<file path="config.mk">
export PLATFORM = sky130hd
export DESIGN_NAME = rgb_to_gray_bitplane_packer_core
export DESIGN_NICKNAME = d
export VERILOG_FILES = /design/src/rtl/rgbp_pkg.sv /design/src/rtl/rgb_to_gray_bitplane_packer_core.sv /design/src/rtl/rgbp_regs.sv /design/src/rtl/rgbp_front.sv /design/src/rtl/rgbp_fifo.sv /design/src/rtl/rgbp_pack.sv
export SDC_FILE = /design/constraint.sdc
export NUM_CORES = 1
export LEC_CHECK = 0
export BUFFER_PORTS_ARGS = -buffer_cell sky130_fd_sc_hd__buf_2
export CAP_MARGIN = 20
export CELL_PAD_IN_SITES_DETAIL_PLACEMENT = 0
export CELL_PAD_IN_SITES_GLOBAL_PLACEMENT = 1
export CORE_ASPECT_RATIO = 0.9
export CORE_UTILIZATION = 40
export CTS_CLUSTER_SIZE = 12
export DETAILED_ROUTE_END_ITERATION = 16
export HOLD_SLACK_MARGIN = 0.12
export PLACE_DENSITY_LB_ADDON = 0.1
export SLEW_MARGIN = 30
export SYNTH_ARGS = -nofsm -noshare
export SYNTH_HDL_FRONTEND = slang
export SYNTH_SLANG_ARGS = --single-unit
export TNS_END_PERCENT = 20
</file>
<file path="constraint.sdc">
create_clock -name aclk -period 8 [get_ports aclk]
set_input_delay 1.6 -clock aclk [delete_from_list [all_inputs] [get_ports aclk]]
set_output_delay 1.6 -clock aclk [all_outputs]
set_load 0.01 [all_outputs]
</file>
<file path="src/rtl/rgbp_pkg.sv">
// ============================================================================
// rgbp_pkg
// Shared types and constants of the RGB to gray two-bitplane packer.
// ============================================================================
package rgbp_pkg;

    // Pixel and register widths.
    localparam int PIX_W      = 8;
    localparam int CFG_W      = 10;
    localparam int PROD_W     = PIX_W + CFG_W;     // one weighted component
    localparam int SUM_W      = PROD_W + 2;        // sum of three components
    localparam int GRAY_W     = 10;                // quotient never exceeds 782
    localparam int POS_W      = 3;                 // bit position in a byte
    localparam int BYTE_W     = 8;

    // APB side.
    localparam int APB_DATA_W = 32;
    localparam int APB_ADDR_W = 5;

    // Division by 1000 as a multiply by a rounded-up reciprocal. With a
    // 20-bit dividend and a shift of 20 + 10 bits the quotient is exact.
    localparam int                 GRAY_DIV   = 1000;
    localparam int                 GRAY_SHIFT = SUM_W + 10;
    localparam int                 RECIP_W    = 21;
    localparam int                 QPROD_W    = SUM_W + RECIP_W;
    localparam logic [RECIP_W-1:0] GRAY_RECIP =
        RECIP_W'(((1 << GRAY_SHIFT) + GRAY_DIV - 1) / GRAY_DIV);

    // Bit packing: the first pixel of a group lands in the top bit.
    localparam logic [BYTE_W-1:0] BIT_SEED     = 8'h01;
    localparam logic [POS_W-1:0]  LAST_BIT_POS = 3'd7;

    // Reset values of the configuration registers.
    localparam logic [CFG_W-1:0] RST_THRESHOLD_LOW  = 10'd85;
    localparam logic [CFG_W-1:0] RST_THRESHOLD_HIGH = 10'd170;
    localparam logic [CFG_W-1:0] RST_WEIGHT_RED     = 10'd212;
    localparam logic [CFG_W-1:0] RST_WEIGHT_GREEN   = 10'd715;
    localparam logic [CFG_W-1:0] RST_WEIGHT_BLUE    = 10'd72;

    // Register index, taken from paddr[4:2].
    typedef enum logic [2:0] {
        REG_THRESHOLD_LOW  = 3'd0,
        REG_THRESHOLD_HIGH = 3'd1,
        REG_WEIGHT_RED     = 3'd2,
        REG_WEIGHT_GREEN   = 3'd3,
        REG_WEIGHT_BLUE    = 3'd4
    } reg_index_t;

    typedef struct packed {
        logic [CFG_W-1:0] threshold_low;
        logic [CFG_W-1:0] threshold_high;
        logic [CFG_W-1:0] weight_red;
        logic [CFG_W-1:0] weight_green;
        logic [CFG_W-1:0] weight_blue;
    } cfg_t;

    // One classified pixel as it waits between the front and the packer.
    typedef struct packed {
        logic black_bit;
        logic gray_bit;
        logic last;
    } pix_class_t;

    typedef struct packed {
        logic full;
        logic empty;
    } fifo_stat_t;

endpackage

</file>
<file path="src/rtl/rgb_to_gray_bitplane_packer_core.sv">
// ============================================================================
// rgb_to_gray_bitplane_packer_core
// RGB pixel stream in, packed black-plane and gray-plane byte pairs out.
// ============================================================================
// With s_tready high the block turns one RGB pixel per clock into two plane bits.
// Gray is the truncated quotient of (weight_red*red + weight_green*green +
// weight_blue*blue) by 1000, kept at full width. The black bit is set when
// gray is above threshold_high; the gray bit is set when gray lies strictly
// between threshold_low and threshold_high. Eight pixels fill one byte pair,
// the first pixel in bit 7; a pixel transferred with s_tlast closes the pair
// early, the unused low bits are zero and m_tlast marks the pair. While the
// master side takes every pair, the sustained rate is one pixel per clock. A
// pixel passes the four register stages of the front (products, sum, reciprocal
// multiply, threshold compare), enters a queue of QUEUE_DEPTH entries and is
// packed by a single packer that can take one queued pixel per clock while its
// output register has room, and the finished pair is registered there to
// drive m_tvalid. When the master side stalls, the output register holds the
// finished pair while the packer keeps filling the next one; the queue absorbs
// the rest, and s_tready drops only once the queue is full and a classified
// pixel waits at the end of the front.
// Registers must be written over APB only while the block is idle; the block
// does not enforce this. Byte addresses: 0 threshold_low, 4 threshold_high,
// 8 weight_red, 12 weight_green and 16 weight_blue, 10 bits each; paddr[1:0]
// is ignored and writes to the remaining word addresses are dropped.
// ============================================================================
module rgb_to_gray_bitplane_packer_core
    import rgbp_pkg::*;
#(
    parameter int QUEUE_DEPTH = 4
) (
    input  logic                  aclk,
    input  logic                  aresetn,

    // APB configuration port.
    input  logic                  psel,
    input  logic                  penable,
    input  logic                  pwrite,
    input  logic [APB_ADDR_W-1:0] paddr,
    input  logic [APB_DATA_W-1:0] pwdata,
    output logic [APB_DATA_W-1:0] prdata,
    output logic                  pready,

    // Pixel input.
    input  logic                  s_tvalid,
    output logic                  s_tready,
    input  logic [3*PIX_W-1:0]    s_tdata,   // red [7:0], green [15:8], blue [23:16]
    input  logic                  s_tlast,   // last_pixel

    // Byte pair output.
    output logic                  m_tvalid,
    input  logic                  m_tready,
    output logic [2*BYTE_W-1:0]   m_tdata,   // black_byte [7:0], gray_byte [15:8]
    output logic                  m_tlast    // frame_end
);

    cfg_t       cfg;
    fifo_stat_t q_stat;
    logic       push, pop;
    pix_class_t push_data, pop_data;

    // Configuration registers feed the front directly; the user must change them
    // only while no pixel is in flight, which the block does not enforce.
    rgbp_regs u_regs (
        .aclk    (aclk),
        .aresetn (aresetn),
        .psel    (psel),
        .penable (penable),
        .pwrite  (pwrite),
        .paddr   (paddr),
        .pwdata  (pwdata),
        .prdata  (prdata),
        .pready  (pready),
        .cfg     (cfg)
    );

    // The front accepts pixels and reduces each one to its two plane bits
    // plus the frame marker.
    rgbp_front u_front (
        .aclk      (aclk),
        .aresetn   (aresetn),
        .cfg       (cfg),
        .s_tvalid  (s_tvalid),
        .s_tready  (s_tready),
        .s_tdata   (s_tdata),
        .s_tlast   (s_tlast),
        .q_stat    (q_stat),
        .push      (push),
        .push_data (push_data)
    );

    // The queue decouples the front's pipeline from the output stalls.
    rgbp_fifo #(
        .DEPTH (QUEUE_DEPTH)
    ) u_fifo (
        .aclk      (aclk),
        .aresetn   (aresetn),
        .push      (push),
        .push_data (push_data),
        .pop       (pop),
        .pop_data  (pop_data),
        .stat      (q_stat)
    );

    // The packer owns the bit position and both accumulators, and drives
    // the master side from its output register.
    rgbp_pack u_pack (
        .aclk     (aclk),
        .aresetn  (aresetn),
        .entry    (pop_data),
        .q_stat   (q_stat),
        .pop      (pop),
        .m_tvalid (m_tvalid),
        .m_tready (m_tready),
        .m_tdata  (m_tdata),
        .m_tlast  (m_tlast)
    );

endmodule

</file>
<file path="src/rtl/rgbp_regs.sv">
// ============================================================================
// rgbp_regs
// APB register file holding the thresholds and the color weights.
// ============================================================================
module rgbp_regs
    import rgbp_pkg::*;
(
    input  logic                  aclk,
    input  logic                  aresetn,
    input  logic                  psel,
    input  logic                  penable,
    input  logic                  pwrite,
    input  logic [APB_ADDR_W-1:0] paddr,
    input  logic [APB_DATA_W-1:0] pwdata,
    output logic [APB_DATA_W-1:0] prdata,
    output logic                  pready,
    output cfg_t                  cfg
);

    cfg_t             cfg_reg;
    logic             wr_en;
    logic [2:0]       reg_idx;
    logic [CFG_W-1:0] wr_val;
    logic [CFG_W-1:0] rd_val;

    assign pready  = 1'b1;
    assign wr_en   = psel && penable && pwrite;
    assign reg_idx = paddr[APB_ADDR_W-1:2];
    assign wr_val  = pwdata[CFG_W-1:0];

    always_ff @(posedge aclk) begin
        if (!aresetn) begin
            cfg_reg.threshold_low  <= RST_THRESHOLD_LOW;
            cfg_reg.threshold_high <= RST_THRESHOLD_HIGH;
            cfg_reg.weight_red     <= RST_WEIGHT_RED;
            cfg_reg.weight_green   <= RST_WEIGHT_GREEN;
            cfg_reg.weight_blue    <= RST_WEIGHT_BLUE;
        end else if (wr_en) begin
            unique case (reg_idx)
                REG_THRESHOLD_LOW:  cfg_reg.threshold_low  <= wr_val;
                REG_THRESHOLD_HIGH: cfg_reg.threshold_high <= wr_val;
                REG_WEIGHT_RED:     cfg_reg.weight_red     <= wr_val;
                REG_WEIGHT_GREEN:   cfg_reg.weight_green   <= wr_val;
                REG_WEIGHT_BLUE:    cfg_reg.weight_blue    <= wr_val;
                default: ;
            endcase
        end
    end

    always_comb begin
        unique case (reg_idx)
            REG_THRESHOLD_LOW:  rd_val = cfg_reg.threshold_low;
            REG_THRESHOLD_HIGH: rd_val = cfg_reg.threshold_high;
            REG_WEIGHT_RED:     rd_val = cfg_reg.weight_red;
            REG_WEIGHT_GREEN:   rd_val = cfg_reg.weight_green;
            REG_WEIGHT_BLUE:    rd_val = cfg_reg.weight_blue;
            default:            rd_val = '0;
        endcase
    end

    assign prdata = APB_DATA_W'(rd_val);
    assign cfg    = cfg_reg;

endmodule

</file>
<file path="src/rtl/rgbp_front.sv">
// ============================================================================
// rgbp_front
// Four-stage pipeline: weighted products, sum, divide by 1000, classify.
// ============================================================================
module rgbp_front
    import rgbp_pkg::*;
(
    input  logic                  aclk,
    input  logic                  aresetn,
    input  cfg_t                  cfg,
    input  logic                  s_tvalid,
    output logic                  s_tready,
    input  logic [3*PIX_W-1:0]    s_tdata,
    input  logic                  s_tlast,
    input  fifo_stat_t            q_stat,
    output logic                  push,
    output pix_class_t            push_data
);

    logic              adv;
    logic [PIX_W-1:0]  red, green, blue;

    logic              v1_reg, v2_reg, v3_reg, v4_reg;
    logic              last1_reg, last2_reg, last3_reg;
    logic [PROD_W-1:0] prod_red_reg, prod_green_reg, prod_blue_reg;
    logic [PROD_W-1:0] prod_red_next, prod_green_next, prod_blue_next;
    logic [SUM_W-1:0]  sum_reg, sum_next;
    logic [QPROD_W-1:0] quot_prod;
    logic [GRAY_W-1:0] gray_reg, gray_next;
    pix_class_t        class_reg, class_next;

    // The whole pipeline moves as one; it halts only when a classified
    // pixel sits at the end and the queue has no room for it.
    assign adv      = !(v4_reg && q_stat.full);
    assign s_tready = adv;
    assign push     = v4_reg && adv;
    assign push_data = class_reg;

    assign red   = s_tdata[PIX_W-1:0];
    assign green = s_tdata[2*PIX_W-1:PIX_W];
    assign blue  = s_tdata[3*PIX_W-1:2*PIX_W];

    always_comb begin
        prod_red_next   = PROD_W'(cfg.weight_red)   * PROD_W'(red);
        prod_green_next = PROD_W'(cfg.weight_green) * PROD_W'(green);
        prod_blue_next  = PROD_W'(cfg.weight_blue)  * PROD_W'(blue);
        sum_next  = SUM_W'(prod_red_reg) + SUM_W'(prod_green_reg) + SUM_W'(prod_blue_reg);
        quot_prod = QPROD_W'(sum_reg) * QPROD_W'(GRAY_RECIP);
        gray_next = quot_prod[GRAY_SHIFT +: GRAY_W];
        class_next.black_bit = gray_reg > cfg.threshold_high;
        class_next.gray_bit  = (gray_reg > cfg.threshold_low) &&
                               (gray_reg < cfg.threshold_high);
        class_next.last      = last3_reg;
    end

    always_ff @(posedge aclk) begin
        if (!aresetn) begin
            v1_reg <= 1'b0;
            v2_reg <= 1'b0;
            v3_reg <= 1'b0;
            v4_reg <= 1'b0;
        end else if (adv) begin
            v1_reg <= s_tvalid;
            v2_reg <= v1_reg;
            v3_reg <= v2_reg;
            v4_reg <= v3_reg;
        end
    end

    always_ff @(posedge aclk) begin
        if (adv) begin
            prod_red_reg   <= prod_red_next;
            prod_green_reg <= prod_green_next;
            prod_blue_reg  <= prod_blue_next;
            last1_reg      <= s_tlast;
            sum_reg        <= sum_next;
            last2_reg      <= last1_reg;
            gray_reg       <= gray_next;
            last3_reg      <= last2_reg;
            class_reg      <= class_next;
        end
    end

endmodule

</file>
<file path="src/rtl/rgbp_fifo.sv">
// ============================================================================
// rgbp_fifo
// Short queue of classified pixels between the front and the packer.
// ============================================================================
module rgbp_fifo
    import rgbp_pkg::*;
#(
    parameter int DEPTH = 4
) (
    input  logic       aclk,
    input  logic       aresetn,
    input  logic       push,
    input  pix_class_t push_data,
    input  logic       pop,
    output pix_class_t pop_data,
    output fifo_stat_t stat
);

    localparam int AW = (DEPTH > 1) ? $clog2(DEPTH) : 1;
    localparam int CW = $clog2(DEPTH + 1);
    localparam logic [AW-1:0] LAST_SLOT = AW'(DEPTH - 1);
    localparam logic [CW-1:0] FULL_CNT  = CW'(DEPTH);

    pix_class_t     mem [DEPTH];
    logic [AW-1:0]  wr_ptr_reg, rd_ptr_reg;
    logic [CW-1:0]  count_reg;

    always_ff @(posedge aclk) begin
        if (push) begin
            mem[wr_ptr_reg] <= push_data;
        end
    end

    always_ff @(posedge aclk) begin
        if (!aresetn) begin
            wr_ptr_reg <= '0;
            rd_ptr_reg <= '0;
            count_reg  <= '0;
        end else begin
            if (push) begin
                wr_ptr_reg <= (wr_ptr_reg == LAST_SLOT) ? '0 : wr_ptr_reg + 1'b1;
            end
            if (pop) begin
                rd_ptr_reg <= (rd_ptr_reg == LAST_SLOT) ? '0 : rd_ptr_reg + 1'b1;
            end
            if (push && !pop) begin
                count_reg <= count_reg + 1'b1;
            end else if (pop && !push) begin
                count_reg <= count_reg - 1'b1;
            end
        end
    end

    assign pop_data   = mem[rd_ptr_reg];
    assign stat.full  = count_reg == FULL_CNT;
    assign stat.empty = count_reg == '0;

endmodule

</file>
<file path="src/rtl/rgbp_pack.sv">
// ============================================================================
// rgbp_pack
// Collects plane bits into byte pairs and holds them in the output register.
// ============================================================================
module rgbp_pack
    import rgbp_pkg::*;
(
    input  logic                  aclk,
    input  logic                  aresetn,
    input  pix_class_t            entry,
    input  fifo_stat_t            q_stat,
    output logic                  pop,
    output logic                  m_tvalid,
    input  logic                  m_tready,
    output logic [2*BYTE_W-1:0]   m_tdata,
    output logic                  m_tlast
);

    logic [POS_W-1:0]  bit_pos_reg;
    logic [BYTE_W-1:0] black_acc_reg, gray_acc_reg;
    logic [BYTE_W-1:0] black_next, gray_next, mask;
    logic              m_valid_reg, m_last_reg;
    logic [BYTE_W-1:0] m_black_reg, m_gray_reg;
    logic              emit, slot_free;

    always_comb begin
        mask       = BIT_SEED << (LAST_BIT_POS - bit_pos_reg);
        black_next = black_acc_reg | (entry.black_bit ? mask : '0);
        gray_next  = gray_acc_reg  | (entry.gray_bit  ? mask : '0);
        emit       = (bit_pos_reg == LAST_BIT_POS) || entry.last;
        slot_free  = !m_valid_reg || m_tready;
        // A pixel that closes a byte waits for room in the output register.
        pop        = !q_stat.empty && (!emit || slot_free);
    end

    always_ff @(posedge aclk) begin
        if (!aresetn) begin
            bit_pos_reg   <= '0;
            black_acc_reg <= '0;
            gray_acc_reg  <= '0;
            m_valid_reg   <= 1'b0;
        end else begin
            if (pop) begin
                if (emit) begin
                    bit_pos_reg   <= '0;
                    black_acc_reg <= '0;
                    gray_acc_reg  <= '0;
                end else begin
                    bit_pos_reg   <= bit_pos_reg + 1'b1;
                    black_acc_reg <= black_next;
                    gray_acc_reg  <= gray_next;
                end
            end
            if (pop && emit) begin
                m_valid_reg <= 1'b1;
            end else if (m_tready) begin
                m_valid_reg <= 1'b0;
            end
        end
    end

    always_ff @(posedge aclk) begin
        if (pop && emit) begin
            m_black_reg <= black_next;
            m_gray_reg  <= gray_next;
            m_last_reg  <= entry.last;
        end
    end

    assign m_tvalid = m_valid_reg;
    assign m_tdata  = {m_gray_reg, m_black_reg};
    assign m_tlast  = m_last_reg;

endmodule

</file>
Word-level counts from Yosys, hierarchy flattened
Memory sizes are Yosys's and may differ from the RTL's. A register that Yosys moved wholly into a read port is not among the register bits.
Index checks and enable logic that the tools add are counted.
W data, S select, Z words.
{"block": "classes", "addsub": 8, "mul": 4, "magnitude_cmp": 3, "eq_ne": 8, "shift": 1, "n_mux": 16, "bitwise_logic": 2, "reduce_logical": 27}
{"operator": "$mul A10 B8 Y18", "count": 3}
{"operator": "$pmux W10 S5", "count": 1}
{"operator": "$mul A20 B20 Y39 const B", "count": 1}
{"operator": "$mux W8", "count": 4}
{"operator": "$add A20 B18 Y20", "count": 1}
{"operator": "$gt A10 B10 Y1", "count": 2}
{"operator": "$add A18 B18 Y19", "count": 1}
{"operator": "$or A8 B8 Y8", "count": 2}
{"operator": "$lt A10 B10 Y1", "count": 1}
{"operator": "$reduce_and A2 Y1", "count": 5}
{"operator": "$eq A3 B3 Y1 const B", "count": 3}
{"operator": "$logic_and A1 B1 Y1", "count": 9}
{"operator": "$mux W3", "count": 3}
{"operator": "$mux W2", "count": 4}
{"operator": "$shl A1 B3 Y8 const A", "count": 1}
{"operator": "$add A3 B1 Y3 const B", "count": 2}
{"operator": "$eq A3 B2 Y1 const B", "count": 2}
{"operator": "$logic_not A1 Y1", "count": 6}
{"operator": "$logic_not A3 Y1", "count": 2}
{"operator": "$add A2 B1 Y2 const B", "count": 2}
{"operator": "$eq A2 B2 Y1 const B", "count": 2}
{"operator": "$mux W1", "count": 4}
{"operator": "$reduce_bool A2 Y1", "count": 2}
{"operator": "$eq A3 B1 Y1 const B", "count": 1}
{"operator": "3 further kinds", "count": 5}
{"block": "word_totals", "reg_bits": 188, "mem_bits_rw": 12, "in_bits": 69, "output_inout_bits": 52, "wordCells": 100, "n_memories": 1}
{"name": "u_fifo.mem", "depth": 4, "word_bits": 3, "rd": 1, "rd_clocked_by_memory_dff": 1, "write_ports": 1, "line": "rgbp_fifo.sv:24", "rtl": "pix_class_t mem [DEPTH];"}

Longest topological paths before layout
Gate-level depths: netlist of run 1.
{"block": "logic_depth", "ltp_word": 8, "ltp_mapped": 21, "mapped_depth_nobuf": 21}

By module
From an unflattened synthesis of run 1, not the netlist that was laid out.
{"block": "unflattened", "cells_unflattened": 2220, "area_unflattened_um2": 22186.3}
{"mod": "rgbp_front", "n_inst": 1, "cells_each": 1733, "area_each_um2": 17207.8, "seq_area_each_um2": 2782.7}
{"mod": "rgbp_regs", "n_inst": 1, "cells_each": 278, "area_each_um2": 2511.2, "seq_area_each_um2": 1001.0}
{"mod": "rgbp_pack", "n_inst": 1, "cells_each": 150, "area_each_um2": 1581.5, "seq_area_each_um2": 910.9}
{"mod": "rgbp_fifo", "n_inst": 1, "cells_each": 59, "area_each_um2": 885.8, "seq_area_each_um2": 540.5}

Least setup slack after synthesis of run 1
No wires, ideal clock.
{"block": "synth_path", "kind": "input-to-reg", "start": "in s_tdata[4]", "end": "reg u_front.prod_red_reg[17] (data pin)", "setup_ns": 0.266, "t_arrival_ns": 5.537, "required_ns": 7.734, "setup_slack_ns": 2.197, "stages": 17, "path_buffers": 1, "cell_sequence": "clkbuf_1 > and2_1 > fa_1 > fa_1 > inv_1 > fa_1 > fa_1 > inv_1 > ha_1 > o21ai_0 > a21boi_0 > o21ai_0 > a21boi_1 > o2111ai_1 > a31oi_1 > and4_1 > nor3_1"}
{"block": "synth_between", "elab_chain_cells": 1}
{"item": "start: declaration", "line": "rgb_to_gray_bitplane_packer_core.sv:46", "rtl": "input logic [3*PIX_W-1:0] s_tdata,"}
{"item": "$mul A10 B8 Y18", "line": "rgbp_front.sv:44", "rtl": "prod_red_next = PROD_W'(cfg.weight_red) * PROD_W'(red);"}
{"item": "via u_front.prod_red_next[17]", "line": "rgbp_front.sv:26", "rtl": "logic [PROD_W-1:0] prod_red_next, prod_green_next, prod_blue_next;"}
{"item": "end signal: assignment", "line": "rgbp_front.sv:72", "rtl": "prod_red_reg <= prod_red_next;"}
{"item": "end: declaration", "line": "rgbp_front.sv:25", "rtl": "logic [PROD_W-1:0] prod_red_reg, prod_green_reg, prod_blue_reg;"}
The timed path passes the listed nets, and every way through them passes these cells.
A chain may end at the register's enable or synchronous reset.

Worst setup path after layout of run 1
{"block": "layout_path", "start": "reg u_front.sum_reg[2]", "end": "reg u_front.gray_reg[8] (data pin)"}
{"block": "layout_between", "elab_chain_cells": 1}
{"item": "start: declaration", "line": "rgbp_front.sv:27", "rtl": "logic [SUM_W-1:0] sum_reg, sum_next;"}
{"item": "start signal: assignment", "line": "rgbp_front.sv:76", "rtl": "sum_reg <= sum_next;"}
{"item": "$mul A20 B20 Y39", "line": "rgbp_front.sv:48", "rtl": "quot_prod = QPROD_W'(sum_reg) * QPROD_W'(GRAY_RECIP);"}
{"item": "via u_front.quot_prod[38]", "line": "rgbp_front.sv:28", "rtl": "logic [QPROD_W-1:0] quot_prod;"}
{"item": "end signal: assignment", "line": "rgbp_front.sv:78", "rtl": "gray_reg <= gray_next;"}
{"item": "end: declaration", "line": "rgbp_front.sv:29", "rtl": "logic [GRAY_W-1:0] gray_reg, gray_next;"}
The timed path passes the listed nets, and every way through them passes these cells.

==> results.cfg, run 1 <==
[run_status]
status = completed

[sta]
max_slew_margin_pct = 44.17
fin_crit_sh_pct = 77.01
rsz0062_at_grt = false
fin_crit_ns = 6.160
worst_pin_slew_ns = 0.8375
tns_ns = 0
slew_viol_final = 0
fmax_mhz = 162.3
setup_viol = 0
finalHoldViolCount = 0
skew_ns = 0.02875
holdWs_ns = 0.4179

[clock_network]
htreeDepth = 1
cts.sinks = 202
cts_buffer_depth = 3
cts_tree = done
cts_made_buffers = 24
post_cts_buffers = 0
postCtsHoldBufs = 0
cts_resized = 0
clock-root-buffer = clkbuf_16
clkLatencyLatePin_ns = 0.53
cts.clk_slew.worst_paths_ns = 0.06

[yosys]
postSynthCellCount = 2219
ys.flop_type = edfxtp_1
synthTopCellsByArea = fa_1, ha_1, edfxtp_1, dfxtp_1, inv_1
yosys.area.top_type = fa_1
yosys_warnings = 0
ys_seq_elements = 202
yosys.cell_types.count = 69
synth_top_area_share_pct = 21.07
ys_seq_area_share_pct = 23.75
synth-async-reset-ratio_pct = 0
syn_area_mm2 = 0.02204
syn_area_per_cell_um2 = 9.932
synth-edff-count = 119

[global_routing]
gr-total-overflow = 0
grt_pass1_vias = 15540
grt_max_degree = 82
antenna_found_initial = 2
use_met1_pct = 27.47
grt_usage_pct = 19.11
use_met2_pct = 30.85
grt_pass1_wl_um = 84780
grt-busiest-layer = met2
grtUsageMet3_pct = 2.326

[die]
die_width_um = 249.4
ios = 121
core_area_mm2 = 0.05442
die_y_um = 224.7
die_area_mm2 = 0.05604
initial_core_util_pct = 40.49
rows = 81

[setup_path]
endpoint_kind = flop
cp_common_cell = fa_1
crit_arrival_ns = 6.52
cp-start-kind = flop
r2r_slack_ns = 1.84
worst-path-max-fanout = 6
cpMaxStageDelayCell = fa_1
crit_path_max_incr_delay_ns = 0.55
critical_path_class = reg -> reg
crit_required_ns = 8.36
crit_chain = ha_1 > ha_1 > inv_1 > fa_1 > fa_1 > inv_1 > fa_1 > fa_1 > inv_1 > fa_1 > inv_1 > ha_1 > nand4_1 > a211oi_1 > o31ai_1 > a21boi_1 > a31oi_4 > o21ai_2 > o41ai_4 > o21bai_2 > xor2_1

[layout]
final_nets = 2898
largest_reg_flops = 50
area_growth_pct = 7.721
drive_above_1_share_pct = 6.537

[detailed_routing]
viasPerCell = 4.969
first_iter_violations = 597
drt-total-wl_um = 51640
firstDrtPassIters = 5
num_vias = 14760
ant_nets = 0
drc_errors = 0
wl_per_cell_um = 17.39

[placement]
portBuffers = 73
hpwl_um = 41840
globalplace.congestion = 0.8148

[job]
max-cap-violations = 0

[hold_path]
hp-class = reg -> reg
[per-layer routing]
| layer | routed length, µm | vias up |
|---|---|---|
| met3 | 1515 | 55 |
| li1 | - | 7334 |
| met5 | 13 | - |
| met4 | 1070 | 2 |
| met1 | 26320 | 7178 |
| met2 | 22710 | 188 |
[through the flow]
stage / cell area (µm²) / setup WS, ns / utilization (%) / instances
finish: 23740 / 1.840 / 43.62 / 2970
global route: 23740 / 1.482 / 43.62 / 2969
CTS: 23740 / 1.742 / 43.62 / 2969
detailed placement: 22950 / 1.747 / 42.17 / 2925
global placement: 22950 / 1.796 / 42.17 / 2925
floorplan: 22120 / 2.197 / - / 2240
[kinds of logic (layout without fill, tap and decap cells)]
family,Yosys count,after routing,share of synthesized area (%)
compound gates,276,276,9.033
xor+xnor,71,71,2.822
fa+ha+maj,583,583,41.00
buf+inv,480,504,8.573
flops,202,202,23.75
mux,44,44,2.226
other cells,2,24,0.03408
simple gates,561,561,12.56
[cells in the final DEF, fill, tap and decap left out, types with 23 or more instances in the layout]
cell type / n
xnor2_1: 53
inv_1: 381
nor2_1: 70
fa_1: 232
clkbuf_16: 27
a21o_1: 35
conb_1: 23
a21oi_1: 55
mux2i_1: 31
nor2b_1: 43
dfxtp_1: 83
o21ai_0: 37
ha_1: 351
nor3_1: 28
edfxtp_1: 119
buf_2: 73
nand2_1: 215
and2_1: 133
[area by class of cell]
type,count,area [µm²]
multi-input combinational,1558,14990
antenna,1,2.502
clock inverter,6,41.29
fill,5273,30680
clock buffer,38,748.2
inverter,382,1435
sequential,202,5235
timing repair buffer,78,402.9
tap,705,882.1
[worst paths after layout]
path	cells past startpoint	endpoint	start
hold reg to reg	0	u_front.last3_reg	u_front.last2_reg
setup / recovery	21	u_front.gray_reg[8]	u_front.sum_reg[2]
setup reg to reg	21	u_front.gray_reg[8]	u_front.sum_reg[2]
hold / removal	0	u_front.last3_reg	u_front.last2_reg
[worst max-delay path, delay by kind of cell (launching register included)]
| kind | cells | cell delay [ns] |
|---|---|---|
| AO/OA/AOI/OAI | 7 | 1.63 |
| XOR/XNOR | 1 | 0.21 |
| adder cells (fa/ha/maj) | 8 | 3.32 |
| buffers and inverters | 4 | 0.21 |
| flip-flops | 1 | 0.53 |
| AND/OR/NAND/NOR | 1 | 0.11 |
[cells in the mapped netlist (3+ instances only)]
library cell and count:
fa_1 232, a22oi_1 20, a21oi_1 55, nand3_1 20
xor2_1 18, edfxtp_1 119, and3_1 14, ha_1 351
nor2b_1 43, mux4_2 3, o2111ai_1 3, a21boi_0 18
or2_2 3, o2111a_1 14, nor3_1 28, nand2b_1 6
o31ai_1 6, buf_1 3, nand4_1 9, a31o_2 3
or3_1 3, dfxtp_1 83, mux2i_1 31, o21ai_0 37
a31oi_1 5, a21o_1 35, inv_1 382, or4_1 4
a21boi_1 4, o21a_1 13, buf_4 23, o311ai_0 4
xnor2_1 53, a211oi_1 10, mux2_2 10, o22ai_1 10
o211ai_1 12, nor4_1 4, clkbuf_1 71, nand2_1 215
o21bai_1 6, nor2_1 70, and2_1 133
Power of run 1 is left out: the tool's default activity adds up to more than one toggle a clock period on the data nets, which glitch-free logic cannot reach.
==> run 2: changes to the inputs <==
==> constraint.sdc (replaced) <==
create_clock -name aclk -period 6.3 [get_ports aclk]
set_input_delay 1.26 -clock aclk [delete_from_list [all_inputs] [get_ports aclk]]
set_output_delay 1.26 -clock aclk [all_outputs]
set_load 0.01 [all_outputs]
==> results.cfg, run 2 (synthesis results as in run 1) <==
[sta]
finalHoldViolCount = 0
max_slew_margin_pct = 42.88
fin_crit_ns = 5.973
rsz0062_at_grt = false
setup_viol = 0
skew_ns = 0.02984
fmax_mhz = 167.4
fin_crit_sh_pct = 94.81
worst_pin_slew_ns = 0.8568
tns_ns = 0
slew_viol_final = 0

[setup_path]
cp_common_cell = fa_1
cpMaxStageDelayCell = edfxtp_1
r2r_start = u_front.sum_reg[9]
crit_arrival_ns = 6.25
endpoint_kind = flop
rr_worst_depth = 21
crit_path_max_incr_delay_ns = 0.63
crit_chain = ha_1 > inv_1 > fa_1 > fa_1 > inv_1 > fa_1 > inv_1 > fa_1 > fa_1 > inv_1 > ha_1 > a211oi_1 > o21ai_0 > a21oi_1 > a21boi_1 > buf_4 > a31oi_4 > o21ai_4 > o41ai_4 > o21bai_2 > xor2_1
critical_path_class = reg -> reg
startpoint = u_front.sum_reg[9]
crit_required_ns = 6.58
worst-path-max-fanout = 6
cp-start-kind = flop

[hold_path]
worstHoldStart = u_front.last2_reg
hold_depth = 0
hp-class = reg -> reg

[layout]
area_growth_pct = 8.204
largest_reg_flops = 50
final_common_cell = inv_1
fin_cells = 2987
drive_above_1_share_pct = 7.187
final_nets = 2916
layout_common_cells = inv_1, ha_1, fa_1, nand2_1, and2_1
n_antenna_cell = 0
fin_util_pct = 43.82

[placement]
dp_cells = 2943
globalplace.congestion = 0.8487
portBuffers = 73
hpwl_um = 42230

[die]
die_y_um = 224.7
ios = 121
core_area_mm2 = 0.05442
initial_core_util_pct = 40.49
rows = 81
die_width_um = 249.4
die_area_mm2 = 0.05604

[global_routing]
grt_usage_pct = 19.27
grt_pass1_vias = 15360
grt_pass1_wl_um = 84610
gr-total-overflow = 0
antenna_found_initial = 3
grt_max_degree = 82

[detailed_routing]
first_iter_violations = 677
ant_nets = 0
wl_per_cell_um = 17.45
drt-total-wl_um = 52130
num_vias = 14810
firstDrtPassIters = 4
viasPerCell = 4.958
drc_errors = 0

[clock_network]
cts_made_buffers = 24
cts_tree = done
postCtsHoldBufs = 0
htreeDepth = 1
clkLatencyLatePin_ns = 0.54
cts_buffer_depth = 3
clock-root-buffer = clkbuf_16
post_cts_buffers = 0
cts.sinks = 202
cts.clk_slew.worst_paths_ns = 0.06

[job]
max-cap-violations = 0

[run_status]
status = completed
[run 2: cell types whose count changed in the layout (fill, tap and decap cells not counted), sizes merged]
cell      delta
buf         +18
bufinv       +1
clkbuf       -6
clkinv       +4
clkinvlp     +1
diode        -1
[run 2: timing repair]
| action | in CTS | in global routing |
|---|---|---|
| resized for setup | 0 | 1 |
| setup endpoints to repair | 0 | 1 |
| hold endpoints to repair | 0 | 0 |
[run 2: cell type report]
| type | instances | area (µm²) |
|---|---|---|
| sequential | 202 | 5235 |
| fill | 5278 | 30580 |
| timing repair buffer | 96 | 538.0 |
| multi-input combinational | 1558 | 15000 |
| tap | 705 | 882.1 |
| clock inverter | 12 | 103.9 |
| inverter | 382 | 1435 |
| clock buffer | 32 | 651.9 |
[run 2: path summary, 6_finish.rpt]
path | endpoint | slack [ns]
worst min register to register | u_front.last3_reg | 0.43
worst max register to register | u_front.gray_reg[8] | 0.33
worst min-delay path | u_front.last3_reg | 0.43
worst max-delay path | u_front.gray_reg[8] | 0.33
[run 2: stage by stage]
stage	worst slack [ns]	hold WS [ns]	area, µm²
after detailed placement	0.2873	0.4112	23080
after global placement	0.2713	0.4102	23080
final	0.3269	0.4261	23850
after global routing	0.03939	0.4340	23850
after floorplan	0.8374	0.4003	22120
after CTS	0.2551	0.4289	23840
[run 2: worst max-delay path, delay by kind of cell, from the launching register on]
family          cells  cell delay, ns
buf+inv             5            0.40
xor+xnor            1            0.16
fa+ha+maj           7            3.04
flops               1            0.63
compound gates      8            1.47
[run 2: layer usage]
layer / up-vias / global-route usage [%] / share of wire (%)
met2: 206 / 31.07 / 44
met4: 0 / 3.485 / 1.7
li1: 7368 / - / -
met5: - / 0 / 0
met3: 52 / 1.840 / 2.8
met1: 7185 / 28.24 / 51
Power of run 2 is left out for the same reason.
